[config.mk]
export PLATFORM = sky130hd
export DESIGN_NAME = ini_stream_parser_unit
export DESIGN_NICKNAME = d
export VERILOG_FILES = /design/src/rtl/core/isp_pkg.sv /design/src/rtl/core/isp_step.sv /design/src/rtl/core/ini_stream_parser_unit.sv
export SDC_FILE = /design/constraint.sdc
export NUM_CORES = 1
export LEC_CHECK = 0
export ABC_AREA = 1
export BUFFER_PORTS_ARGS = -buffer_cell sky130_fd_sc_hd__clkbuf_2
export CAP_MARGIN = 20
export CORE_MARGIN = 1
export CORE_UTILIZATION = 40
export DETAILED_ROUTE_END_ITERATION = 12
export HOLD_SLACK_MARGIN = 0.08
export PLACE_DENSITY_LB_ADDON = 0.15
export REMOVE_ABC_BUFFERS = 1
export SLEW_MARGIN = 20
export SYNTH_ARGS = -nofsm -noshare
export SYNTH_HDL_FRONTEND = slang
export SYNTH_HIERARCHICAL = 1
export SYNTH_SLANG_ARGS = --single-unit
[constraint.sdc]
create_clock -name clk -period 3.69 [get_ports clk]
set_clock_uncertainty 0.2 [all_clocks]
set_input_delay 1.107 -clock clk [delete_from_list [all_inputs] [get_ports clk]]
set_output_delay 1.107 -clock clk [all_outputs]
set_load 0.005 [all_outputs]
[src/rtl/core/isp_pkg.sv]
// isp_pkg: shared types, constants and codes for the ini stream parser
// no dependencies; imported by isp_step, ini_stream_parser_unit, isp_result_checker and the testbench
package isp_pkg;

  localparam int POS_BITS = 16;
  localparam int REP_BITS = 16;

  localparam logic [7:0] CH_LBRACK = 8'h5B;
  localparam logic [7:0] CH_RBRACK = 8'h5D;
  localparam logic [7:0] CH_EQUALS = 8'h3D;
  localparam logic [7:0] CH_NL     = 8'h0A;
  localparam logic [7:0] CH_DASH   = 8'h2D;
  localparam logic [7:0] CH_UNDER  = 8'h5F;

  localparam logic [2:0] ROLE_NONE  = 3'd0;
  localparam logic [2:0] ROLE_NAME  = 3'd1;
  localparam logic [2:0] ROLE_KEY   = 3'd2;
  localparam logic [2:0] ROLE_VALUE = 3'd3;
  localparam logic [2:0] ROLE_PUNCT = 3'd4;
  localparam logic [2:0] ROLE_NL    = 3'd5;

  localparam logic [3:0] ERR_NONE = 4'd0;

  typedef enum logic [2:0] {
    PS_SECTION_OR_END = 3'd0,
    PS_NAME_FIRST     = 3'd1,
    PS_NAME_MORE      = 3'd2,
    PS_HEADER_NL      = 3'd3,
    PS_KEY_OR_BLANK   = 3'd4,
    PS_KEY_MORE       = 3'd5,
    PS_VALUE_FIRST    = 3'd6,
    PS_VALUE_MORE     = 3'd7
  } parse_state_t;

  typedef struct packed {
    logic [7:0] in_byte;
    logic       text_end;
  } in_item_t;

  typedef struct packed {
    logic [7:0]          out_char;
    logic [2:0]          byte_role;
    logic                pair_done;
    logic                section_done;
    logic                accept;
    logic                error_flag;
    logic [3:0]          error_code;
    logic [REP_BITS-1:0] error_line;
    logic [REP_BITS-1:0] error_column;
  } out_item_t;

  typedef struct packed {
    parse_state_t        pstate;
    logic [POS_BITS-1:0] line_cnt;
    logic [POS_BITS-1:0] col_cnt;
    logic                err_seen;
    logic [3:0]          err_code;
    logic [POS_BITS-1:0] err_line;
    logic [POS_BITS-1:0] err_col;
  } parse_ctx_t;

  localparam logic [POS_BITS-1:0] POS_ONE = POS_BITS'(1);
  localparam logic [POS_BITS-1:0] POS_MAX = {POS_BITS{1'b1}};

  localparam parse_ctx_t CTX_RESET = '{
    pstate:   PS_SECTION_OR_END,
    line_cnt: POS_ONE,
    col_cnt:  POS_ONE,
    err_seen: 1'b0,
    err_code: ERR_NONE,
    err_line: '0,
    err_col:  '0
  };

  function automatic logic is_ident(input logic [7:0] c);
    return (c >= 8'h30 && c <= 8'h39) || (c >= 8'h41 && c <= 8'h5A) ||
           (c >= 8'h61 && c <= 8'h7A) || c == CH_DASH || c == CH_UNDER;
  endfunction

  function automatic logic [3:0] code_for_state(input parse_state_t s);
    return 4'({1'b0, s}) + 4'd1;
  endfunction

  function automatic logic [REP_BITS-1:0] rep_pos(input logic [POS_BITS-1:0] p);
    logic [31:0] wide;
    wide = 32'(p);
    return wide[REP_BITS-1:0];
  endfunction

endpackage

[src/rtl/core/isp_step.sv]
// isp_step: one-byte grammar step, next parse context and result item
// depends on isp_pkg
module isp_step
  import isp_pkg::*;
(
  input  in_item_t   item,
  input  parse_ctx_t ctx,
  output parse_ctx_t ctx_nxt,
  output out_item_t  res
);

  logic [7:0]   c;
  logic         at_end;
  logic         ok;
  logic         idc;
  logic [2:0]   role;
  parse_state_t st_nxt;
  logic         pair_hit;
  logic         sect_hit;

  assign c      = item.in_byte;
  assign at_end = item.text_end || (c == 8'h00);
  assign idc    = is_ident(c);

  always_comb begin
    ok       = 1'b0;
    role     = ROLE_NONE;
    st_nxt   = ctx.pstate;
    pair_hit = 1'b0;
    sect_hit = 1'b0;
    unique case (ctx.pstate)
      PS_SECTION_OR_END: begin
        if (c == CH_LBRACK) begin
          ok = 1'b1; role = ROLE_PUNCT; st_nxt = PS_NAME_FIRST;
        end
      end
      PS_NAME_FIRST: begin
        if (idc) begin
          ok = 1'b1; role = ROLE_NAME; st_nxt = PS_NAME_MORE;
        end
      end
      PS_NAME_MORE: begin
        if (idc) begin
          ok = 1'b1; role = ROLE_NAME;
        end else if (c == CH_RBRACK) begin
          ok = 1'b1; role = ROLE_PUNCT; st_nxt = PS_HEADER_NL;
        end
      end
      PS_HEADER_NL: begin
        if (c == CH_NL) begin
          ok = 1'b1; role = ROLE_NL; st_nxt = PS_KEY_OR_BLANK;
        end
      end
      PS_KEY_OR_BLANK: begin
        if (idc) begin
          ok = 1'b1; role = ROLE_KEY; st_nxt = PS_KEY_MORE;
        end else if (c == CH_NL) begin
          ok = 1'b1; role = ROLE_NL; sect_hit = 1'b1; st_nxt = PS_SECTION_OR_END;
        end
      end
      PS_KEY_MORE: begin
        if (idc) begin
          ok = 1'b1; role = ROLE_KEY;
        end else if (c == CH_EQUALS) begin
          ok = 1'b1; role = ROLE_PUNCT; st_nxt = PS_VALUE_FIRST;
        end
      end
      PS_VALUE_FIRST: begin
        if (idc) begin
          ok = 1'b1; role = ROLE_VALUE; st_nxt = PS_VALUE_MORE;
        end
      end
      PS_VALUE_MORE: begin
        if (idc) begin
          ok = 1'b1; role = ROLE_VALUE;
        end else if (c == CH_NL) begin
          ok = 1'b1; role = ROLE_NL; pair_hit = 1'b1; st_nxt = PS_KEY_OR_BLANK;
        end
      end
      default: ;
    endcase
  end

  always_comb begin
    res     = '0;
    ctx_nxt = ctx;
    if (at_end) begin
      ctx_nxt = CTX_RESET;
      if (ctx.err_seen) begin
        res.error_flag   = 1'b1;
        res.error_code   = ctx.err_code;
        res.error_line   = rep_pos(ctx.err_line);
        res.error_column = rep_pos(ctx.err_col);
      end else if (ctx.pstate == PS_SECTION_OR_END) begin
        res.accept = 1'b1;
      end else begin
        res.error_flag   = 1'b1;
        res.error_code   = code_for_state(ctx.pstate);
        res.error_line   = rep_pos(ctx.line_cnt);
        res.error_column = rep_pos(ctx.col_cnt);
      end
    end else begin
      res.out_char = c;
      if (!ctx.err_seen) begin
        if (ok) begin
          res.byte_role    = role;
          res.pair_done    = pair_hit;
          res.section_done = sect_hit;
          ctx_nxt.pstate   = st_nxt;
        end else begin
          ctx_nxt.err_seen = 1'b1;
          ctx_nxt.err_code = code_for_state(ctx.pstate);
          ctx_nxt.err_line = ctx.line_cnt;
          ctx_nxt.err_col  = ctx.col_cnt;
          res.error_flag   = 1'b1;
          res.error_code   = code_for_state(ctx.pstate);
          res.error_line   = rep_pos(ctx.line_cnt);
          res.error_column = rep_pos(ctx.col_cnt);
        end
      end
      // position counters, saturating
      if (c == CH_NL) begin
        if (ctx.line_cnt != POS_MAX) begin
          ctx_nxt.line_cnt = ctx.line_cnt + POS_ONE;
        end
        ctx_nxt.col_cnt = POS_ONE;
      end else if (ctx.col_cnt != POS_MAX) begin
        ctx_nxt.col_cnt = ctx.col_cnt + POS_ONE;
      end
    end
  end

endmodule

[src/rtl/core/ini_stream_parser_unit.sv]
// ini_stream_parser_unit: top level, parse context and output item register
// depends on isp_pkg and isp_step
// the result is registered: valid in the cycle after its item is accepted
// throughput: one item per cycle while out_ready holds; the result register frees as its item is taken
// reset: synchronous active-low rst_n returns the parser to expect section or end,
// line and column to 1, clears the saved error and empties the result register
module ini_stream_parser_unit
  import isp_pkg::*;
(
  input  logic      clk,
  input  logic      rst_n,
  input  logic      in_valid,
  output logic      in_ready,
  input  in_item_t  in_data,
  output logic      out_valid,
  input  logic      out_ready,
  output out_item_t out_data
);

  parse_ctx_t ctx_r;
  parse_ctx_t ctx_nxt;
  out_item_t  res_nxt;
  out_item_t  out_data_r;
  logic       out_valid_r;
  logic       in_fire;

  isp_step u_step (
    .item    (in_data),
    .ctx     (ctx_r),
    .ctx_nxt (ctx_nxt),
    .res     (res_nxt)
  );

  assign in_ready  = !out_valid_r || out_ready;
  assign in_fire   = in_valid && in_ready;
  assign out_valid = out_valid_r;
  assign out_data  = out_data_r;

  always_ff @(posedge clk) begin
    if (!rst_n) begin
      ctx_r       <= CTX_RESET;
      out_valid_r <= 1'b0;
    end else begin
      if (in_fire) begin
        ctx_r <= ctx_nxt;
      end
      if (in_fire) begin
        out_valid_r <= 1'b1;
      end else if (out_ready) begin
        out_valid_r <= 1'b0;
      end
    end
  end

  always_ff @(posedge clk) begin
    if (in_fire) begin
      out_data_r <= res_nxt;
    end
  end

endmodule

==> report_table.html, run 1 <==
<table>
<tr><th>Metric</th><th>Value</th></tr>
<tr><th colspan="2">Outcome</th></tr>
<tr><td>Run status</td><td>completed</td></tr>
<tr><th colspan="2">Power and ir drop</th></tr>
<tr><td>Switching Fraction</td><td>30.6%</td></tr>
<tr><td>Combinational share of power</td><td>between 10% and 20%</td></tr>
<tr><td>Clock network fraction of design power</td><td>40.1%</td></tr>
<tr><td>Lkg Pwr</td><td>around 4.3 nW</td></tr>
<tr><td>Switching power total</td><td>1.23 mW</td></tr>
<tr><td>Highest ir drop seen on vdd</td><td>0.284 mV</td></tr>
<tr><td>Internal Power</td><td>2.78 mW</td></tr>
<tr><td>Share of total power in sequential cells</td><td>40.0%</td></tr>
<tr><td>Ratio of total power to cell area</td><td>428 mW/mm^2</td></tr>
<tr><th colspan="2">Setup path</th></tr>
<tr><td>Setup crit start kind</td><td>register</td></tr>
<tr><td>Type of the worst setup path</td><td>register to register</td></tr>
<tr><td>Worst R2R Setup Slack</td><td>~570 ps</td></tr>
<tr><td>Sort of element at the end of the critical path</td><td>register</td></tr>
<tr><td>End of the worst register-to-register path</td><td>ctx_r[14]$_SDFFE_PN0P_</td></tr>
<tr><td>Required arrival time at the worst endpoint</td><td>3840 ps</td></tr>
<tr><td>Cells on worst reg2reg path</td><td>19</td></tr>
<tr><td>Critical path launch point</td><td>ctx_r[69]$_SDFFE_PN0P_</td></tr>
<tr><td>R2r startpoint</td><td>ctx_r[69]$_SDFFE_PN0P_</td></tr>
<tr><td>Worst Path Arrival</td><td>approximately 3300 ps</td></tr>
<tr><td>Highest fanout seen on the critical path</td><td>9</td></tr>
<tr><th colspan="2">Layout</th></tr>
<tr><td>Diodes inserted</td><td>0</td></tr>
<tr><td>Share of layout cells above drive strength 1</td><td>18.2%</td></tr>
<tr><td>Fin util</td><td>46.0%</td></tr>
<tr><td>Final net count</td><td>1247</td></tr>
<tr><td>Final std cells w/o fill</td><td>1508</td></tr>
<tr><td>Layout-stage area growth over the synthesis result</td><td>11.7%</td></tr>
<tr><td>Number of filler instances in the final layout</td><td>~2100</td></tr>
<tr><th colspan="2">Yosys</th></tr>
<tr><td>Number of synthesized flops with an enable pin</td><td>51</td></tr>
<tr><td>Mapped Avg Cell Area</td><td>7.01 sq um</td></tr>
<tr><td>Number of instances in the synthesized netlist</td><td>1197</td></tr>
<tr><td>Netlist area before placement</td><td>0.00839 sq mm</td></tr>
<tr><td>Proportion of register bits with asynchronous set or reset after synthesis</td><td>0%</td></tr>
<tr><td>Most used DFF post-synth</td><td>dfxtp_1</td></tr>
<tr><td>Cell variety after synth</td><td>42</td></tr>
<tr><td>Post-synthesis register bit count</td><td>124</td></tr>
<tr><td>YS warnings</td><td>6</td></tr>
<tr><td>Proportion of synthesized chip area in sequential cells</td><td>35.7%</td></tr>
<tr><th colspan="2">Global routing</th></tr>
<tr><td>Number of global-route vias before repair</td><td>6854</td></tr>
<tr><td>Maximum number of pins on one net before global-route repair</td><td>143</td></tr>
<tr><td>Overall overflow remaining after global route</td><td>0</td></tr>
<tr><td>Global-route wire length before repair</td><td>about 35000 microns</td></tr>
<tr><td>Antenna violations before repair</td><td>0</td></tr>
<tr><td>Total global-route track usage</td><td>19.8%</td></tr>
<tr><th colspan="2">Placement</th></tr>
<tr><td>Placed Cells</td><td>1476</td></tr>
<tr><td>GP Congestion</td><td>roughly 0.89</td></tr>
<tr><td>Dpl hpwl</td><td>12900 microns</td></tr>
<tr><td>Quantity of I/O buffers inserted on ports</td><td>65</td></tr>
<tr><th colspan="2">Floorplan</th></tr>
<tr><td>Die ar.</td><td>roughly 0.022 sq mm</td></tr>
<tr><td>Die boundary width</td><td>147 microns</td></tr>
<tr><td>Row count</td><td>52</td></tr>
<tr><td>Effective utilization at floorplan</td><td>41.2%</td></tr>
<tr><td>Count of boundary I/O pins</td><td>66</td></tr>
<tr><td>Vertical extent of the die</td><td>approximately 150 microns</td></tr>
<tr><td>Core Box Area</td><td>0.0204 sq mm</td></tr>
<tr><th colspan="2">CTS</th></tr>
<tr><td>Number of clock sinks</td><td>around 120</td></tr>
<tr><td>Cts hold-fix bufs</td><td>0</td></tr>
<tr><td>Clk slew on worst S/H paths</td><td>60 ps</td></tr>
<tr><td>Clock H-tree levels</td><td>4</td></tr>
<tr><td>Post CTS Setup Buffer Count</td><td>0</td></tr>
<tr><td>Cell at the root of the clock tree</td><td>clkbuf_16</td></tr>
<tr><td>Clock insertion delay at the later pin of the skew report</td><td>420 ps</td></tr>
<tr><td>Number of buffers created by CTS</td><td>17</td></tr>
<tr><td># resized after CTS</td><td>0</td></tr>
<tr><td>CTS tree</td><td>done</td></tr>
<tr><td>CTS max path bufs</td><td>2</td></tr>
<tr><th colspan="2">Timing</th></tr>
<tr><td>RSZ-0062 raised after global routing</td><td>false</td></tr>
<tr><td>Relative slew margins</td><td>36.2%</td></tr>
<tr><td>Share of the cycle needed by the critical path after routing</td><td>84.7%</td></tr>
<tr><td>Final hold violation count</td><td>0</td></tr>
<tr><td>Pins Over Slew Limit</td><td>0</td></tr>
<tr><td>Final min period</td><td>about 3100 ps</td></tr>
<tr><td>Least-Margin Pin Slew</td><td>951 ps</td></tr>
<tr><td>Setup violations, final</td><td>0</td></tr>
<tr><td>Fmax</td><td>320 MHz</td></tr>
<tr><th colspan="2">Hold path</th></tr>
<tr><td>Startpoint of the tightest hold check path</td><td>ctx_r[6]$_SDFFE_PN0P_</td></tr>
<tr><td>Worst hold endpoint</td><td>ctx_r[6]$_SDFFE_PN0P_</td></tr>
<tr><td>Hold/Removal Path Class</td><td>register to register</td></tr>
<tr><td>Depth of the worst hold-timing path</td><td>2</td></tr>
<tr><th colspan="2">Drt</th></tr>
<tr><td>Final Routed Wirelength</td><td>between 20000 and 25000 microns</td></tr>
<tr><td>Initial drt markers</td><td>453</td></tr>
<tr><td>Remaining routing DRC violations</td><td>0</td></tr>
<tr><td>Routed wl met3</td><td>780 microns</td></tr>
<tr><td>Highest metal used</td><td>met4</td></tr>
<tr><td>Average wire per standard cell</td><td>13.8 microns</td></tr>
<tr><td>Sum of met2 wire segment lengths after detailed routing</td><td>~9800 microns</td></tr>
<tr><td>Via count normalized by instance count</td><td>5.04</td></tr>
<tr><td>Via count of the routed design</td><td>about 7600</td></tr>
<tr><td>Remaining antenna violation count after routing</td><td>0</td></tr>
<tr><td>Detailed-router iteration count before antenna repair</td><td>5</td></tr>
<tr><td>M1 WL</td><td>between 10000 and 15000 microns</td></tr>
<tr><th colspan="2">Run</th></tr>
<tr><td>Max-cap violation count</td><td>0</td></tr>
</table>
## per-layer routing
layer  vias up  track usage (%)
met5         -                0
met4         0             4.64
met3        15             3.57
met2       173             34.0
met1      3486             25.7
li1       3932                -
## sequential cells by signal (all words and copies together), names as in the netlist
name       flops
ctx_r         72
out_valid      1
out_data      51
## worst max-delay path: stages (launching register included)
cell and delay (ps):
dfxtp_1 510, ha_1 270, ha_1 250, inv_1 70
nand2_1 120, inv_1 60, nand4_1 210, o21ai_4 120
a21oi_4 170, nand2_4 90, nand2_8 120, inv_6 50
nor2_8 90, buf_4 290, nand2_4 80, o21ai_2 60
inv_1 50, nand3_1 70, nand2_1 60, nor2_1 90
## cells in the final DEF, fill, tap and decap left out, drive strengths merged
cell type | synthesis | final
nor3b | 1 | 1
and2 | 1 | 1
clkinv | 1 | 9
nor4 | 3 | 3
nand3 | 110 | 110
clkinvlp | 0 | 2
o21ai | 115 | 115
o21a | 2 | 2
a31oi | 6 | 6
inv | 172 | 172
bufinv | 0 | 1
buf | 52 | 15
a211oi | 3 | 3
o211a | 1 | 1
xor2 | 5 | 5
a311oi | 1 | 1
nand3b | 2 | 2
nor2 | 161 | 161
and3 | 1 | 1
dfxtp | 73 | 73
a21oi | 109 | 109
clkbuf | 18 | 85
nand2 | 268 | 268
ha | 9 | 9
edfxtp | 51 | 51
nand4 | 16 | 16
a21boi | 1 | 1
nor3 | 15 | 15
## logic make-up (layout without fill, tap and decap cells)
logic type	after synthesis	count (layout)	share of synthesized area, %
simple gates	578	578	33.6
buf+inv	243	284	12.8
compound gates	238	238	16.1
flops	124	124	35.7
fa+ha+maj	9	9	1.34
xor+xnor	5	5	0.522
## stage by stage
stage / TNS, ps / hold slack [ps] / total power [mW] / setup slack, ps / cell area, sq um
finish: 0 / 278 / 4.01 / 566 / 9370
global route: 0 / 308 / 4.21 / 325 / 9370
floorplan: -79050 / 252 / 2.16 / -1130 / 7970
CTS: 0 / 285 / 4.05 / 599 / 9370
global placement: 0 / 263 / 2.42 / 230 / 8810
detailed placement: 0 / 270 / 2.43 / 255 / 8810
## synth_stat cells, drive strengths merged, types with 6 or more instances
master  instances  area share (%)
a21oi         109             6.6
a31oi           6            0.45
buf            52             4.2
clkbuf         18            0.81
dfxtp          73              17
edfxtp         51              18
ha              9             1.3
inv           172             7.8
nand2         268              17
nand3         110             6.7
nand4          16             1.2
nor2          161             7.6
nor3           15            0.89
o21ai         115             8.2
## worst max-delay path by stage
stage / to / cells after the start
after floorplan: ctx_r[0]$_SDFFE_PN0P_ / 12
final: ctx_r[14]$_SDFFE_PN0P_ / 19
after detailed placement: ctx_r[60]$_SDFFE_PN0P_ / 15
after CTS: ctx_r[5]$_SDFFE_PN0P_ / 19
after global routing: ctx_r[5]$_SDFFE_PN0P_ / 19
after global placement: ctx_r[60]$_SDFFE_PN0P_ / 15
## power by group through the flow
stage	Clock [mW]	Sequential, mW	Combinational, mW
global placement	0	1.63	0.794
detailed placement	0	1.63	0.797
global route	1.70	1.62	0.892
CTS	1.64	1.61	0.801
finish	1.61	1.60	0.795
floorplan	0	1.64	0.524
## area by class of cell
class	count	area [sq um]	area share, %
clock buffers	21	472	5.03
clock inverters	11	92.6	0.988
inverters	173	654	6.98
multi-input cells	830	4330	46.2
flip-flops and latches	124	2990	31.9
well taps	270	338	3.60
repair buffers	79	495	5.29
Note: power is estimated with default switching activity, not from simulation.
==> run 2, diff against run 1 <==
Clock period 3.69 ns to 2.67 ns, I/O delays scaled along.
==> run 2 against run 1 <==
Against the previous run: register-to-register slack lost 500 ps; cell area grew 10%; sequential power grew 38%; via count grew 3.4%; routed wire length grew 4.0%; largest power group unchanged; total power grew 51%.
==> report_table.html, run 2 (synthesized netlist as in run 1, its figures left out) <==
<table>
<tr><th>Metric</th><th>Value</th></tr>
<tr><th colspan="2">Timing</th></tr>
<tr><td>Fmax</td><td>384 MHz (+20%)</td></tr>
<tr><td>Final min period</td><td>2600 ps (-519 ps)</td></tr>
<tr><td>RSZ-0062 raised after global routing</td><td>true</td></tr>
<tr><td>Final hold violation count</td><td>0 (unchanged)</td></tr>
<tr><td>Pins Over Slew Limit</td><td>0 (unchanged)</td></tr>
<tr><td>Share of the cycle needed by the critical path after routing</td><td>97.5% (+13 points)</td></tr>
<tr><td>Least-Margin Pin Slew</td><td>634 ps (-318 ps)</td></tr>
<tr><td>Setup violations, final</td><td>0 (unchanged)</td></tr>
<tr><td>Relative slew margins</td><td>57.8% (+22 points)</td></tr>
<tr><td>Final worst-path setup slack</td><td>65.8 ps (-501 ps)</td></tr>
<tr><th colspan="2">Global routing</th></tr>
<tr><td>Antenna violations before repair</td><td>0 (unchanged)</td></tr>
<tr><td>Total global-route track usage</td><td>20.1% (+0.33 points)</td></tr>
<tr><td>Maximum number of pins on one net before global-route repair</td><td>143 (unchanged)</td></tr>
<tr><td>Number of global-route vias before repair</td><td>6987 (+1.9%)</td></tr>
<tr><td>Global-route wire length before repair</td><td>35000 microns (+1.2%)</td></tr>
<tr><td>Overall overflow remaining after global route</td><td>0 (unchanged)</td></tr>
<tr><th colspan="2">Floorplan</th></tr>
<tr><td>Die boundary width</td><td>147 microns (unchanged)</td></tr>
<tr><td>Vertical extent of the die</td><td>147 microns (unchanged)</td></tr>
<tr><td>Die ar.</td><td>0.0216 sq mm (unchanged)</td></tr>
<tr><td>Core Box Area</td><td>0.0204 sq mm (unchanged)</td></tr>
<tr><td>Count of boundary I/O pins</td><td>66 (unchanged)</td></tr>
<tr><td>Row count</td><td>52 (unchanged)</td></tr>
<tr><td>Effective utilization at floorplan</td><td>41.2% (unchanged)</td></tr>
<tr><th colspan="2">Drt</th></tr>
<tr><td>Detailed-router iteration count before antenna repair</td><td>5 (unchanged)</td></tr>
<tr><td>Average wire per standard cell</td><td>13.5 microns (-2.1%)</td></tr>
<tr><td>Via count of the routed design</td><td>7863 (+3.4%)</td></tr>
<tr><td>Remaining routing DRC violations</td><td>0 (unchanged)</td></tr>
<tr><td>Remaining antenna violation count after routing</td><td>0 (unchanged)</td></tr>
<tr><td>Via count normalized by instance count</td><td>4.91 (-2.7%)</td></tr>
<tr><td>Initial drt markers</td><td>469 (+3.5%)</td></tr>
<tr><td>Final Routed Wirelength</td><td>21600 microns (+4.0%)</td></tr>
<tr><th colspan="2">CTS</th></tr>
<tr><td>CTS max path bufs</td><td>2 (unchanged)</td></tr>
<tr><td>Clk slew on worst S/H paths</td><td>60 ps (about the same)</td></tr>
<tr><td>Clock insertion delay at the later pin of the skew report</td><td>420 ps (about the same)</td></tr>
<tr><td>Clock H-tree levels</td><td>4 (unchanged)</td></tr>
<tr><td>Number of clock sinks</td><td>124 (unchanged)</td></tr>
<tr><td>Number of buffers created by CTS</td><td>17 (unchanged)</td></tr>
<tr><td>Cell at the root of the clock tree</td><td>clkbuf_16</td></tr>
<tr><td>CTS tree</td><td>done</td></tr>
<tr><th colspan="2">Outcome</th></tr>
<tr><td>Run status</td><td>completed</td></tr>
<tr><th colspan="2">Power and ir drop</th></tr>
<tr><td>Internal Power</td><td>4.24 mW (+53%)</td></tr>
<tr><td>Switching Fraction</td><td>29.7% (-0.85 points)</td></tr>
<tr><td>Lkg Pwr</td><td>4.79 nW (+12%)</td></tr>
<tr><td>Switching power total</td><td>1.80 mW (+47%)</td></tr>
<tr><td>Final Power</td><td>6.04 mW (+51%)</td></tr>
<tr><td>Clock network fraction of design power</td><td>41.7% (+1.6 points)</td></tr>
<tr><td>Highest ir drop seen on vdd</td><td>0.500 mV (+76%)</td></tr>
<tr><td>Combinational share of power</td><td>21.6% (+1.8 points)</td></tr>
<tr><td>Ratio of total power to cell area</td><td>584 mW/mm^2 (+37%)</td></tr>
<tr><td>Share of total power in sequential cells</td><td>36.6% (-3.4 points)</td></tr>
<tr><th colspan="2">Hold path</th></tr>
<tr><td>Hold/Removal Path Class</td><td>register to register</td></tr>
<tr><th colspan="2">Layout</th></tr>
<tr><td>Final net count</td><td>1341 (+7.5%)</td></tr>
<tr><td>Diodes inserted</td><td>0 (unchanged)</td></tr>
<tr><td>Register with the most flip-flops</td><td>ctx_r</td></tr>
<tr><td>Share of layout cells above drive strength 1</td><td>25.8% (+7.7 points)</td></tr>
<tr><td>Commonest cells after routing, fill and taps aside</td><td>193 x nand2_1, 155 x inv_1, 154 x nor2_1</td></tr>
<tr><td>Commonest non-fill, non-tap cell in the layout</td><td>nand2_1</td></tr>
<tr><td>Layout-stage area growth over the synthesis result</td><td>23.2%</td></tr>
<tr><td>Flip-flop count of the largest register after layout</td><td>72 (unchanged)</td></tr>
<tr><td>Number of filler instances in the final layout</td><td>2055 (-1.9%)</td></tr>
<tr><th colspan="2">Setup path</th></tr>
<tr><td>Largest stage delay on the critical path</td><td>360 ps (-150 ps)</td></tr>
<tr><td>Sort of element at the end of the critical path</td><td>register</td></tr>
<tr><td>CP cell instances</td><td>buf_4 -&gt; ha_1 -&gt; nand2_2 -&gt; inv_2 -&gt; nand3_1 -&gt; nand3_2 -&gt; a21oi_4 -&gt; nand2_4 -&gt; nand2_8 -&gt; inv_6 -&gt; nor2_8 -&gt; buf_12 -&gt; buf_12 -&gt; nand2_4 -&gt; o21ai_2 -&gt; inv_1 -&gt; nand3_1 -&gt; nand2_1 -&gt; nor2_1</td></tr>
<tr><td>Required arrival time at the worst endpoint</td><td>2830 ps (-1010 ps)</td></tr>
<tr><td>Setup crit start kind</td><td>register</td></tr>
<tr><td>Worst Path Arrival</td><td>2760 ps (-520 ps)</td></tr>
<tr><td>Highest fanout seen on the critical path</td><td>8 (-1)</td></tr>
<tr><td>Type of the worst setup path</td><td>register to register</td></tr>
<tr><td>Slowest-stage cell, CP</td><td>dfxtp_4</td></tr>
<tr><th colspan="2">Run</th></tr>
<tr><td>Max-cap violation count</td><td>0 (unchanged)</td></tr>
<tr><th colspan="2">Placement</th></tr>
<tr><td>Dpl hpwl</td><td>13900 microns (+7.6%)</td></tr>
<tr><td>Quantity of I/O buffers inserted on ports</td><td>65 (unchanged)</td></tr>
<tr><td>GP Congestion</td><td>0.910 (+2.8%)</td></tr>
<tr><td>Worst slack, placed</td><td>-201 ps (-456 ps)</td></tr>
</table>
[run 2: routing by layer]
layer / part of all wire (%) / GRT usage [%] / wire, microns
met1: 49 / 27.1 / 10700
met2: 46 / 33.4 / 9910
met3: 3.7 / 3.01 / 795
met4: 0.92 / 5.63 / 198
met5: 0 / 0 / 0
[run 2: final timing paths]
kind	startpoint	slack (ps)	endpoint	cells after the start
worst max-delay path	ctx_r[69]$_SDFFE_PN0P_	70	ctx_r[25]$_SDFFE_PN0P_	19
worst min-delay path	ctx_r[25]$_SDFFE_PN0P_	270	ctx_r[25]$_SDFFE_PN0P_	2
worst max register to register	ctx_r[69]$_SDFFE_PN0P_	70	ctx_r[25]$_SDFFE_PN0P_	19
worst min register to register	ctx_r[25]$_SDFFE_PN0P_	270	ctx_r[25]$_SDFFE_PN0P_	2
[run 2: metrics by stage]
step | util (%) | hold WS (ps) | instances | cell area, sq um | TNS [ps]
finish | 50.7 | 268 | 1602 | 10300 | 0
global route | 50.7 | 309 | 1602 | 10300 | -502
floorplan | - | 252 | 1127 | 7970 | -194480
global placement | 46.6 | 260 | 1562 | 9490 | -10230
CTS | 50.2 | 285 | 1599 | 10200 | 0
detailed placement | 46.6 | 269 | 1562 | 9490 | -10520
[run 2: area by class of cell]
type	count	area, sq um	area share, %
Sequential cell	124	3000	29.0
Inverter	173	654	6.33
Multi-Input combinational cell	830	4420	42.8
Tap cell	270	338	3.27
Clock inverter	13	188	1.82
Timing Repair Buffer	173	1290	12.5
Clock buffer	19	443	4.29
[run 2: worst max-delay path: cells and delay by family (launching register included)]
kind | cells | cell delay [ps]
simple gates | 10 | 900
buf+inv | 6 | 610
flops | 1 | 360
compound gates | 2 | 230
fa+ha+maj | 1 | 220
[run 2: repair_timing]
item                                    CTS  global route
pin swaps                                 4            10
buffers inserted                          4             3
cloned                                    1             0
hold buffers                              0             0
gates resized for setup                  15            21
endpoints found under the setup margin   29            42
[run 2: power by group through the flow]
stage | sequential [mW] | clock [mW] | combinational, mW
2_1_floorplan | 2.26 | 0 | 0.724
3_3_place_gp | 2.25 | 0 | 1.23
3_5_place_dp | 2.25 | 0 | 1.23
4_1_cts | 2.21 | 2.57 | 1.28
5_1_grt | 2.23 | 2.64 | 1.45
6_report | 2.21 | 2.52 | 1.31
